===== src/rtl/euler_flux_2d_unit_assert.svh =====
// ----------------------------------------------------------------------------
// euler_flux_2d_unit assertion macros
// Concurrent check wrappers shared by the flux unit.
// ----------------------------------------------------------------------------
`ifndef EULER_FLUX_2D_UNIT_ASSERT_SVH
`define EULER_FLUX_2D_UNIT_ASSERT_SVH

// Same-cycle implication, disabled while reset is held.
`define EFLX_ASSERT_NOW(label, clk, rst_n, ante, cons) \
    label: assert property (@(posedge clk) disable iff (!rst_n) (ante) |-> (cons)) \
        else $error("flux unit check failed");

// Next-cycle implication, disabled while reset is held.
`define EFLX_ASSERT_NEXT(label, clk, rst_n, ante, cons) \
    label: assert property (@(posedge clk) disable iff (!rst_n) (ante) |=> (cons)) \
        else $error("flux unit check failed");

`endif


===== src/rtl/eflx_pkg.sv =====
// ----------------------------------------------------------------------------
// eflx_pkg
// Shared constants and types of the 2D Euler flux unit.
// ----------------------------------------------------------------------------
`timescale 1ns / 1ps

package eflx_pkg;

    localparam int FRAC_BITS_DEF = 16;
    localparam int ISQRT_STAGES  = 32;
    localparam int IN_TDATA_W    = 224;
    localparam int OUT_TDATA_W   = 128;

    typedef enum logic [1:0] {
        ST_OK   = 2'd0,
        ST_ZERO = 2'd1,
        ST_SAT  = 2'd2
    } t_status;

endpackage


===== src/rtl/eflx_div.sv =====
// ----------------------------------------------------------------------------
// eflx_div
// Pipelined restoring divide of (num << FRAC_BITS) by den, one quotient bit
// per stage. Expects num <= den, so the quotient fits FRAC_BITS+1 bits.
// ----------------------------------------------------------------------------
`timescale 1ns / 1ps

module eflx_div #(
    parameter int FRAC_BITS = eflx_pkg::FRAC_BITS_DEF
) (
    input  logic                 i_clk,
    input  logic                 i_en,
    input  logic [31:0]          i_num,
    input  logic [31:0]          i_den,
    output logic [FRAC_BITS:0]   o_quo
);
    localparam int STAGES = FRAC_BITS + 1;

    logic [31:0]        r_rem [STAGES];
    logic [31:0]        r_den [STAGES];
    logic [FRAC_BITS:0] r_quo [STAGES];

    for (genvar k = 0; k < STAGES; k++) begin : g_step
        logic [31:0]        rem_i;
        logic [31:0]        den_i;
        logic [FRAC_BITS:0] quo_i;
        logic               bit_i;
        logic [32:0]        acc;

        if (k == 0) begin : g_first
            // upper dividend bits are num >> 1, already below den
            assign rem_i = {1'b0, i_num[31:1]};
            assign bit_i = i_num[0];
            assign den_i = i_den;
            assign quo_i = '0;
        end else begin : g_next
            assign rem_i = r_rem[k-1];
            assign bit_i = 1'b0;
            assign den_i = r_den[k-1];
            assign quo_i = r_quo[k-1];
        end

        assign acc = {rem_i, bit_i};

        always_ff @(posedge i_clk) begin
            if (i_en) begin
                r_den[k] <= den_i;
                if (acc >= {1'b0, den_i}) begin
                    r_rem[k] <= 32'(acc - {1'b0, den_i});
                    r_quo[k] <= {quo_i[FRAC_BITS-1:0], 1'b1};
                end else begin
                    r_rem[k] <= acc[31:0];
                    r_quo[k] <= {quo_i[FRAC_BITS-1:0], 1'b0};
                end
            end
        end
    end

    assign o_quo = r_quo[STAGES-1];

endmodule


===== config.mk =====
export PLATFORM = sky130hd
export DESIGN_NAME = eflx_div
export DESIGN_NICKNAME = d
export VERILOG_FILES = /design/src/rtl/euler_flux_2d_unit_assert.svh /design/src/rtl/eflx_pkg.sv /design/src/rtl/eflx_div.sv
export SDC_FILE = /design/constraint.sdc
export NUM_CORES = 2
export LEC_CHECK = 0
export ABC_AREA = 1
export BUFFER_PORTS_ARGS = -buffer_cell sky130_fd_sc_hd__buf_2
export CORE_MARGIN = 4
export CORE_UTILIZATION = 30
export DETAILED_ROUTE_END_ITERATION = 8
export SLEW_MARGIN = 25
export SYNTH_ARGS = -nofsm -noshare
export SYNTH_HDL_FRONTEND = slang
export SYNTH_SLANG_ARGS = --single-unit

===== constraint.sdc =====
create_clock -name i_clk -period 4.4 [get_ports i_clk]
set_input_delay 0.66 -clock i_clk [delete_from_list [all_inputs] [get_ports i_clk]]
set_output_delay 0.66 -clock i_clk [all_outputs]
set_load 0.02 [all_outputs]

==> impl_metrics.toml <==
[worst_setup_path]
critical_path_class = "reg -> reg"
crit_buf_inv = 2
cp.arrival_ns = 3.96
critical_path_required_ns = 4.91
critPathTopFamily = "simple AND/OR/NAND/NOR gates"
cp-start-kind = "register"
critPathCaptureType = "register"
path_cells = "inv_1 -> ha_1 -> ha_1 -> nand2_1 -> nor2_1 -> nand3_1 -> nor3_2 -> nor3_4 -> buf_4 -> a21oi_1"
crit_path_max_fanout = 32
slowest_stage = "a21oi_1"
cpMostUsedCell = "ha_1"
slowest_delay_ns = 0.72

[cts]
clock_sinks = 1177
clock_latency_ns = 0.83
cts_tree = "built"
htree_num_levels = 4
postCtsSetupRepairBufs = 0
path_clk_slew_ns = 0.06
hold_buffers = 15
root_buffer = "clkbuf_16"
cts_resized = 0
clk_path_buf_depth = 4
numCtsBuffers = 145

[die]
core_area_mm2 = 0.288
die_area_mm2 = 0.299
die_height_um = 546
rows = 197
io_pins = 83
fp.dieW_um = 546
start_util = 0.301

[sta]
fin_crit_sh = 0.785
finalSetupViolCount = 0
finalHoldViolations = 0
slew_viol_final = 0
rsz0062_at_grt = "no"
min_period_ns = 3.45
clock.fmax_mhz = 290
worst_pin_slew_ns = 1.01
clock_skew_ns = 0.0599
tns_ns = 0
relSlewSlack = 0.327

[synth]
synth.cell_area_mm2 = 0.0869
synth_flop_cell = "edfxtp_1"
async_reset_ff_frac = 0
synth_area_per_cell_um2 = 7.10
syn_inst = 12241
yosys_warnings = 0
yosysSeqAreaShare = 0.406
synth_edf_count = 1176
ys_types = 40
synth_nets = 12866
synth-seq-cells = 1177

[status]
run_status = "completed"

[drt]
drc_errors = 0
via_per_inst = 4.58
routedWlPerCell_um = 18.0
drt_iter0_drc = 5363
ant_nets = 0
drt-pass1-iter-count = 8
vias = 74434
drt_wl_total_um = 292000

[placed_design]
place_area_mm2 = 0.0913
io_buffer_count = 82
gp_congestion = 1.01
place_hpwl_um = 241000

[power]
seqPwrFrac = 0.296
intPower_mw = 33.4
clock_power_share = 0.191
swShare = 0.468
cellPowerDensity_mw_per_mm2 = 654
p_switching_mw = 29.5
p_comb_frac = 0.513
cellLeakagePower_nw = 50.8
irDropWorstVdd_mv = 0.311

[grt]
grt_overflow_total = 0
track_usage = 0.190
grt_first_pass_wirelength_um = 436000
grt_pass1_vias = 72636
grt_max_degree = 132
antenna_found_initial = 7

[finish]
nets = 12988
design_area_mm2 = 0.0961
area_delta_synth_final_pct = 10.6
drive_above_1_share = 0.0437

[flow_run]
maxCapViolCount = 0

[min_path]
worstHoldPathType = "in -> reg"
[power groups by stage]
stage	registers [mW]	logic [mW]	clock network [mW]
after floorplan	17.5	23.1	0
after global placement	18.8	31.9	0
after detailed placement	18.8	31.9	0
after CTS	18.6	32.1	12.3
after global routing	18.8	36.4	12.8
final	18.6	32.3	12.0
[sequential cells by signal, summed over array words and instances, names as in the netlist]
signal,flops
r_den,512
r_rem,512
r_quo,153
[through the flow]
stage | util | power (mW) | std cells | hold WS [ns] | setup WS (ns)
2_1_floorplan | - | 40.5 | 12241 | 0.400 | 1.71
6_report | 0.333 | 62.9 | 16251 | 0.0564 | 0.947
5_1_grt | 0.333 | 68.0 | 16249 | 0.00995 | 0.764
3_5_place_dp | 0.317 | 50.7 | 15982 | 0.405 | 1.04
4_1_cts | 0.333 | 63.0 | 16249 | 0.000469 | 1.03
3_3_place_gp | 0.317 | 50.7 | 15982 | 0.401 | 1.03
[logic make-up after synthesis]
group | share of synthesized area
simple gates | 0.338
buf+inv | 0.128
flops | 0.406
fa+ha+maj | 0.0818
compound gates | 0.0228
xor+xnor | 0.0226
[synth_stat cells (63+ instances only)]
master / count / area, um2
a21oi_1: 322 / 1610
and2_1: 102 / 638
buf_2: 93 / 465
edfxtp_1: 1176 / 35300
ha_1: 543 / 6790
inv_1: 2624 / 9850
nand2_1: 4989 / 18700
nand2_2: 63 / 394
nand3_1: 906 / 4530
nand4_1: 113 / 707
nor2_1: 620 / 2330
nor3_1: 150 / 751
xor2_1: 209 / 1830
[final cells by class]
class                           count  area (um2)
Clock inverter                     86         872
Tap cell                         3781        4730
Inverter                         2647        9940
Sequential cell                  1177       35300
Antenna cell                        2        5.00
Fill cell                       31123      192000
Timing Repair Buffer              146         985
Multi-Input combinational cell   8246       40500
Clock buffer                      166        3790
[metal layers]
metal  wire length [um]  track usage
met5                 20            0
met1             112000        0.206
met2             149000        0.353
met3              11500       0.0219
met4              20300        0.112
[final timing paths]
| kind | from | to | slack (ns) | cells past startpoint |
|---|---|---|---|---|
| max reg2reg | r_den[0][193] | r_rem[7][0] | 0.95 | 10 |
| max | r_den[0][193] | r_rem[7][0] | 0.95 | 10 |
| min | i_den[21] | r_den[0][21] | 0.06 | 1 |
| min reg2reg | r_quo[13][5] | r_quo[14][6] | 0.38 | 0 |
[placed cells by master (no fill, tap or decap), drive strengths merged, types with 114 or more instances in the layout]
master,synthesis,routed
ha,543,543
edfxtp,1176,1176
nand4,114,114
inv,2647,2658
a21oi,323,323
buf,151,131
nor2,655,655
nand2,5071,5071
clkbuf,20,166
xor2,209,209
nand3,921,921
nor3,184,184
(Power assumes the default switching activity.)
