`src/rtl/euler_flux_2d_unit_assert.svh`:
```
// ----------------------------------------------------------------------------
// euler_flux_2d_unit assertion macros
// Concurrent check wrappers shared by the flux unit.
// ----------------------------------------------------------------------------
`ifndef EULER_FLUX_2D_UNIT_ASSERT_SVH
`define EULER_FLUX_2D_UNIT_ASSERT_SVH

// Same-cycle implication, disabled while reset is held.
`define EFLX_ASSERT_NOW(label, clk, rst_n, ante, cons) \
    label: assert property (@(posedge clk) disable iff (!rst_n) (ante) |-> (cons)) \
        else $error("flux unit check failed");

// Next-cycle implication, disabled while reset is held.
`define EFLX_ASSERT_NEXT(label, clk, rst_n, ante, cons) \
    label: assert property (@(posedge clk) disable iff (!rst_n) (ante) |=> (cons)) \
        else $error("flux unit check failed");

`endif

```
`src/rtl/eflx_pkg.sv`:
```
// ----------------------------------------------------------------------------
// eflx_pkg
// Shared constants and types of the 2D Euler flux unit.
// ----------------------------------------------------------------------------
`timescale 1ns / 1ps

package eflx_pkg;

    localparam int FRAC_BITS_DEF = 16;
    localparam int ISQRT_STAGES  = 32;
    localparam int IN_TDATA_W    = 224;
    localparam int OUT_TDATA_W   = 128;

    typedef enum logic [1:0] {
        ST_OK   = 2'd0,
        ST_ZERO = 2'd1,
        ST_SAT  = 2'd2
    } t_status;

endpackage

```
`src/rtl/eflx_isqrt.sv`:
```
// ----------------------------------------------------------------------------
// eflx_isqrt
// Pipelined floor square root of a 64 bit radicand, one root bit per stage.
// ----------------------------------------------------------------------------
`timescale 1ns / 1ps

module eflx_isqrt (
    input  logic        i_clk,
    input  logic        i_en,
    input  logic [63:0] i_rad,
    output logic [31:0] o_root
);
    import eflx_pkg::*;

    logic [63:0] r_x    [ISQRT_STAGES];
    logic [35:0] r_rem  [ISQRT_STAGES];
    logic [31:0] r_root [ISQRT_STAGES];

    for (genvar k = 0; k < ISQRT_STAGES; k++) begin : g_step
        logic [63:0] x_i;
        logic [35:0] rem_i;
        logic [31:0] root_i;
        logic [35:0] acc;
        logic [35:0] trial;

        if (k == 0) begin : g_first
            assign x_i    = i_rad;
            assign rem_i  = '0;
            assign root_i = '0;
        end else begin : g_next
            assign x_i    = r_x[k-1];
            assign rem_i  = r_rem[k-1];
            assign root_i = r_root[k-1];
        end

        // bring down the next two radicand bits, try 4*root + 1
        assign acc   = {rem_i[33:0], x_i[63:62]};
        assign trial = {2'b00, root_i, 2'b01};

        always_ff @(posedge i_clk) begin
            if (i_en) begin
                r_x[k] <= {x_i[61:0], 2'b00};
                if (acc >= trial) begin
                    r_rem[k]  <= acc - trial;
                    r_root[k] <= {root_i[30:0], 1'b1};
                end else begin
                    r_rem[k]  <= acc;
                    r_root[k] <= {root_i[30:0], 1'b0};
                end
            end
        end
    end

    assign o_root = r_root[ISQRT_STAGES-1];

endmodule

```
`config.mk`:
```
export PLATFORM = sky130hd
export DESIGN_NAME = eflx_isqrt
export DESIGN_NICKNAME = d
export VERILOG_FILES = /design/src/rtl/euler_flux_2d_unit_assert.svh /design/src/rtl/eflx_pkg.sv /design/src/rtl/eflx_isqrt.sv
export SDC_FILE = /design/constraint.sdc
export NUM_CORES = 2
export LEC_CHECK = 0
export CORE_UTILIZATION = 64
export DETAILED_ROUTE_END_ITERATION = 10
export DONT_BUFFER_PORTS = 1
export GPL_ROUTABILITY_DRIVEN = 0
export HOLD_SLACK_MARGIN = 0.12
export PLACE_DENSITY = 0.8
export SLEW_MARGIN = 20
export SYNTH_ARGS = -nofsm -noshare
export SYNTH_HDL_FRONTEND = slang
export SYNTH_MEMORY_MAX_BITS = 65536
export SYNTH_SLANG_ARGS = --single-unit
export TNS_END_PERCENT = 50
```
`constraint.sdc`:
```
create_clock -name i_clk -period 5.9 [get_ports i_clk]
set_clock_uncertainty 0.15 [all_clocks]
set_input_delay 1.18 -clock i_clk [delete_from_list [all_inputs] [get_ports i_clk]]
set_output_delay 1.18 -clock i_clk [all_outputs]
set_load 0.01 [all_outputs]
```
==> summary.md <==
| Metric | Value |
|---|---|
| R2R depth | `12` |
| First-pass GRT wire length | `373600 µm` |
| Cell taking the most area after synthesis | `edfxtp_1` |
| Max Fanout on Critical Path | `36` |
| Synth Instances | `9145` |
| WL final | `235600 µm` |
| Clock Sinks | `2523` |
| Syn Area/Cell | `12.86 µm²` |
| Maximum clock path buffer count | `4` |
| Kind of critical path | `reg -> reg` |
| Data arrival, critical path | `between 5000 and 6000 ps` |
| Pwr Density | `397.6 nW/µm²` |
| Leak | `0.04921 µW` |
| Slew @ Worst Pin | `roughly 1100 ps` |
| TritonCTS Buffers | `between 200 and 300` |
| Nets | `9913` |
| CP Capture Type | `flip-flop` |
| Min-Delay Startpoint | `i_rad[2]` |
| Max-Cap Viols | `0` |
| Yosys cell types | `just over 90` |
| Largest cells by area after synthesis | `edfxtp_1 (64%), ha_1 (6.0%), xor2_1 (3.3%)` |
| HP Class | `in -> reg` |
| Most frequent cell after synthesis | `edfxtp_1` |
| Fraction of layout cells with a size suffix above 1 | `6.135%` |
| Reg2Reg Capture Point | `r_rem[1][417]$_DFFE_PP_` |
| GR Util All Layers | `25.31%` |
| Status | `complete, no violations` |
| Largest net degree at the start of global routing | `187` |
| Post-route ant nets | `0` |
| CP top delay family | `compound AO/OA/AOI/OAI gates` |
| Worst hold slack | `194.6 ps` |
| Vias | `72610` |
| Worst EP required | `6400 ps` |
| Setup crit end | `r_rem[1][417]$_DFFE_PP_` |
| Setup_tns | `0 ps` |
| Die X | `430.7 µm` |
| Starting density of the core | `64.74%` |
| Register area share after synthesis | `64.39%` |
| IO Port Bufs | `0` |
| Worst-path clk slew | `60 ps` |
| Dpl hpwl | `164600 µm` |
| DP Worst Slack | `1344 ps` |
| Vias in the first global route | `71450` |
| Clk_lat worst skew | `940 ps` |
| DRC violations left | `0` |
| Main synth FF type | `edfxtp_1` |
| Grt ovf | `0` |
| Startpoint Class | `flip-flop` |
| Initial DRC Count | `6444` |
| Initial antenna violation count | `4` |
| Bufs and invs on worst path | `2` |
| Root Driver | `clkbuf_16` |
| Wirelength per Cell | `19.77 µm` |
| Max Slew Vio Count | `0` |
| Worst Setup Slack, final | `1347 ps` |
| R2R Path Start | `r_rem[1][360]$_DFFE_PP_` |
| Endpoints failing hold | `0` |
| CTS H-tree depth | `5` |
| Cell with the largest stage delay on the worst path | `and2_1` |
| Post-CTS setup buffers | `0` |
| Die height | `~430 µm` |
| CTS Hold Bufs | `0` |
| Worst VDD drop | `approximately 0.33 mV` |
| RSZ-0062 raised after global routing | `false` |
| Post-cts repair resize count | `0` |
| Max Fclk | `219.6 MHz` |
| Post-synth EDFFs | `around 2500` |
| Top cell type's share of synthesized area | `64.38%` |
| Core ar. | `181700 µm²` |
| # setup viols final | `0` |
| CP peak stage delay | `around 450 ps` |
| Fin crit period | `between 4000 and 5000 ps` |
| Vias per cell | `around 6.1` |
| Max transition margin | `22.80%` |
| Fin crit share | `77.17%` |
| CTS tree | `done` |
| Top post-synthesis cells by count | `edfxtp_1 (2522), nand2_1 (756), inv_1 (702)` |
| Die area | `185500 µm²` |
| I/O pin total | `98` |
| Synthesis-to-finish area growth | `9.781%` |
| Crit-path cells | `ha_1 -> nor2b_1 -> o31ai_1 -> a211oi_1 -> o311a_1 -> o211ai_1 -> a21boi_0 -> o21ai_0 -> and2_1 -> buf_4 -> inv_1 -> mux2_2` |
| Async set-reset flop share out of synthesis | `0%` |
| Synth warn | `0` |
| Synth Cell Area | `117600 µm²` |
| Syn Nets | `9774` |
| Crit. Startpoint | `r_rem[1][360]$_DFFE_PP_` |
| Levels on crit path | `12` |
| Fill cells | `11790` |
| Setup slack, reg-to-reg | `1350 ps` |
| Row Count | `about 160` |
| 1st-pass router iterations | `10` |
| Post-synthesis register bit count | `2523` |
## kinds of logic after synthesis
group,count (synthesis),share of synthesized area [%]
flip-flops,2523,64.39
XOR/XNOR,848,6.313
adder cells (fa/ha/maj),563,5.988
multiplexers,45,0.4244
AO/OA/AOI/OAI,1831,9.693
AND/OR/NAND/NOR,2431,10.29
buffers and inverters,904,2.902
## report_power, final
| group | leakage (µW) | switching, µW | internal, µW | total, µW |
|---|---|---|---|---|
| logic | 0.0207 | 6240 | 4350 | 10600 |
| clock network | 0.00420 | 6660 | 9720 | 16400 |
| registers | 0.0243 | 1610 | 22800 | 24400 |
## worst min-delay path by stage
stage	to	slack, ps	cells after the start
3_3_place_gp	r_x[0][474]$_DFFE_PP_	250	0
4_1_cts	r_x[0][2]$_DFFE_PP_	140	0
5_1_grt	r_x[0][2]$_DFFE_PP_	150	0
6_report	r_x[0][2]$_DFFE_PP_	190	0
2_1_floorplan	r_x[0][100]$_DFFE_PP_	250	0
3_5_place_dp	r_x[0][106]$_DFFE_PP_	250	0
## cell type report
cell class	instances	area, µm²	area share [%]
Multi-Input combinational cell	5718	38570	29.86
Clock buffer	320	7136	5.525
Inverter	704	2643	2.046
Clock inverter	142	1384	1.072
Timing Repair Buffer	63	600.6	0.4650
Tap cell	2449	3064	2.373
Antenna cell	1	2.502	0.001938
Sequential cell	2523	75750	58.66
## sequential cells by signal, summed over array words and instances (netlist names)
register	cells
r_rem	1003
r_root	528
r_x	992
## cell usage in the layout, fill, tap and decap left out, types with 14 or more instances in the layout
master	count
edfxtp_1	2522
nand2_1	756
inv_1	702
o21ai_0	582
ha_1	563
nor2_1	455
a21oi_1	444
xor2_1	442
xnor2_1	406
clkbuf_16	279
a21o_1	273
nor3_1	222
nand3_1	142
nor4_1	135
nand2b_1	113
o21a_1	103
or3_1	98
nand4_1	95
nor2b_1	75
or4_1	69
o21bai_1	66
clkinv_2	58
buf_4	52
and3_1	50
and2_1	46
or2_2	46
a31oi_1	41
o31ai_1	41
clkbuf_1	41
clkinv_1	40
mux2_2	39
o211ai_1	38
nand3b_1	34
a211oi_1	33
bufinv_16	25
nor4b_1	24
and4_1	19
a21boi_0	19
a211o_1	14
o41ai_1	14
## routing by layer
metal  vias up  GRT usage (%)  share of wire [%]
met2      2785          43.76                 50
met1     34910          31.02                 39
li1      34080              -                  -
met3       837          3.726                5.7
met5         -              0             0.0055
met4         2          12.89                5.3
## metrics by stage
step | cells | cell area (µm²) | total power (µW) | utilization, %
final | 11920 | 129100 | 51360 | 71.07
after CTS | 11920 | 129100 | 51510 | 71.06
after detailed placement | 11460 | 120600 | 35020 | 66.37
after global routing | 11920 | 129100 | 53600 | 71.07
after global placement | 11460 | 120600 | 34530 | 66.37
after floorplan | 9145 | 117600 | 31930 | -
## worst register-to-register path, cell delays in order (launching register included)
cell and delay (ps):
edfxtp_1 400, ha_1 390, nor2b_1 180, o31ai_1 420, a211oi_1 200, o311a_1 440, o211ai_1 250, a21boi_0 140
o21ai_0 240, and2_1 460, buf_4 420, inv_1 250, mux2_2 330
Note: power is estimated with default switching activity, not from simulation.
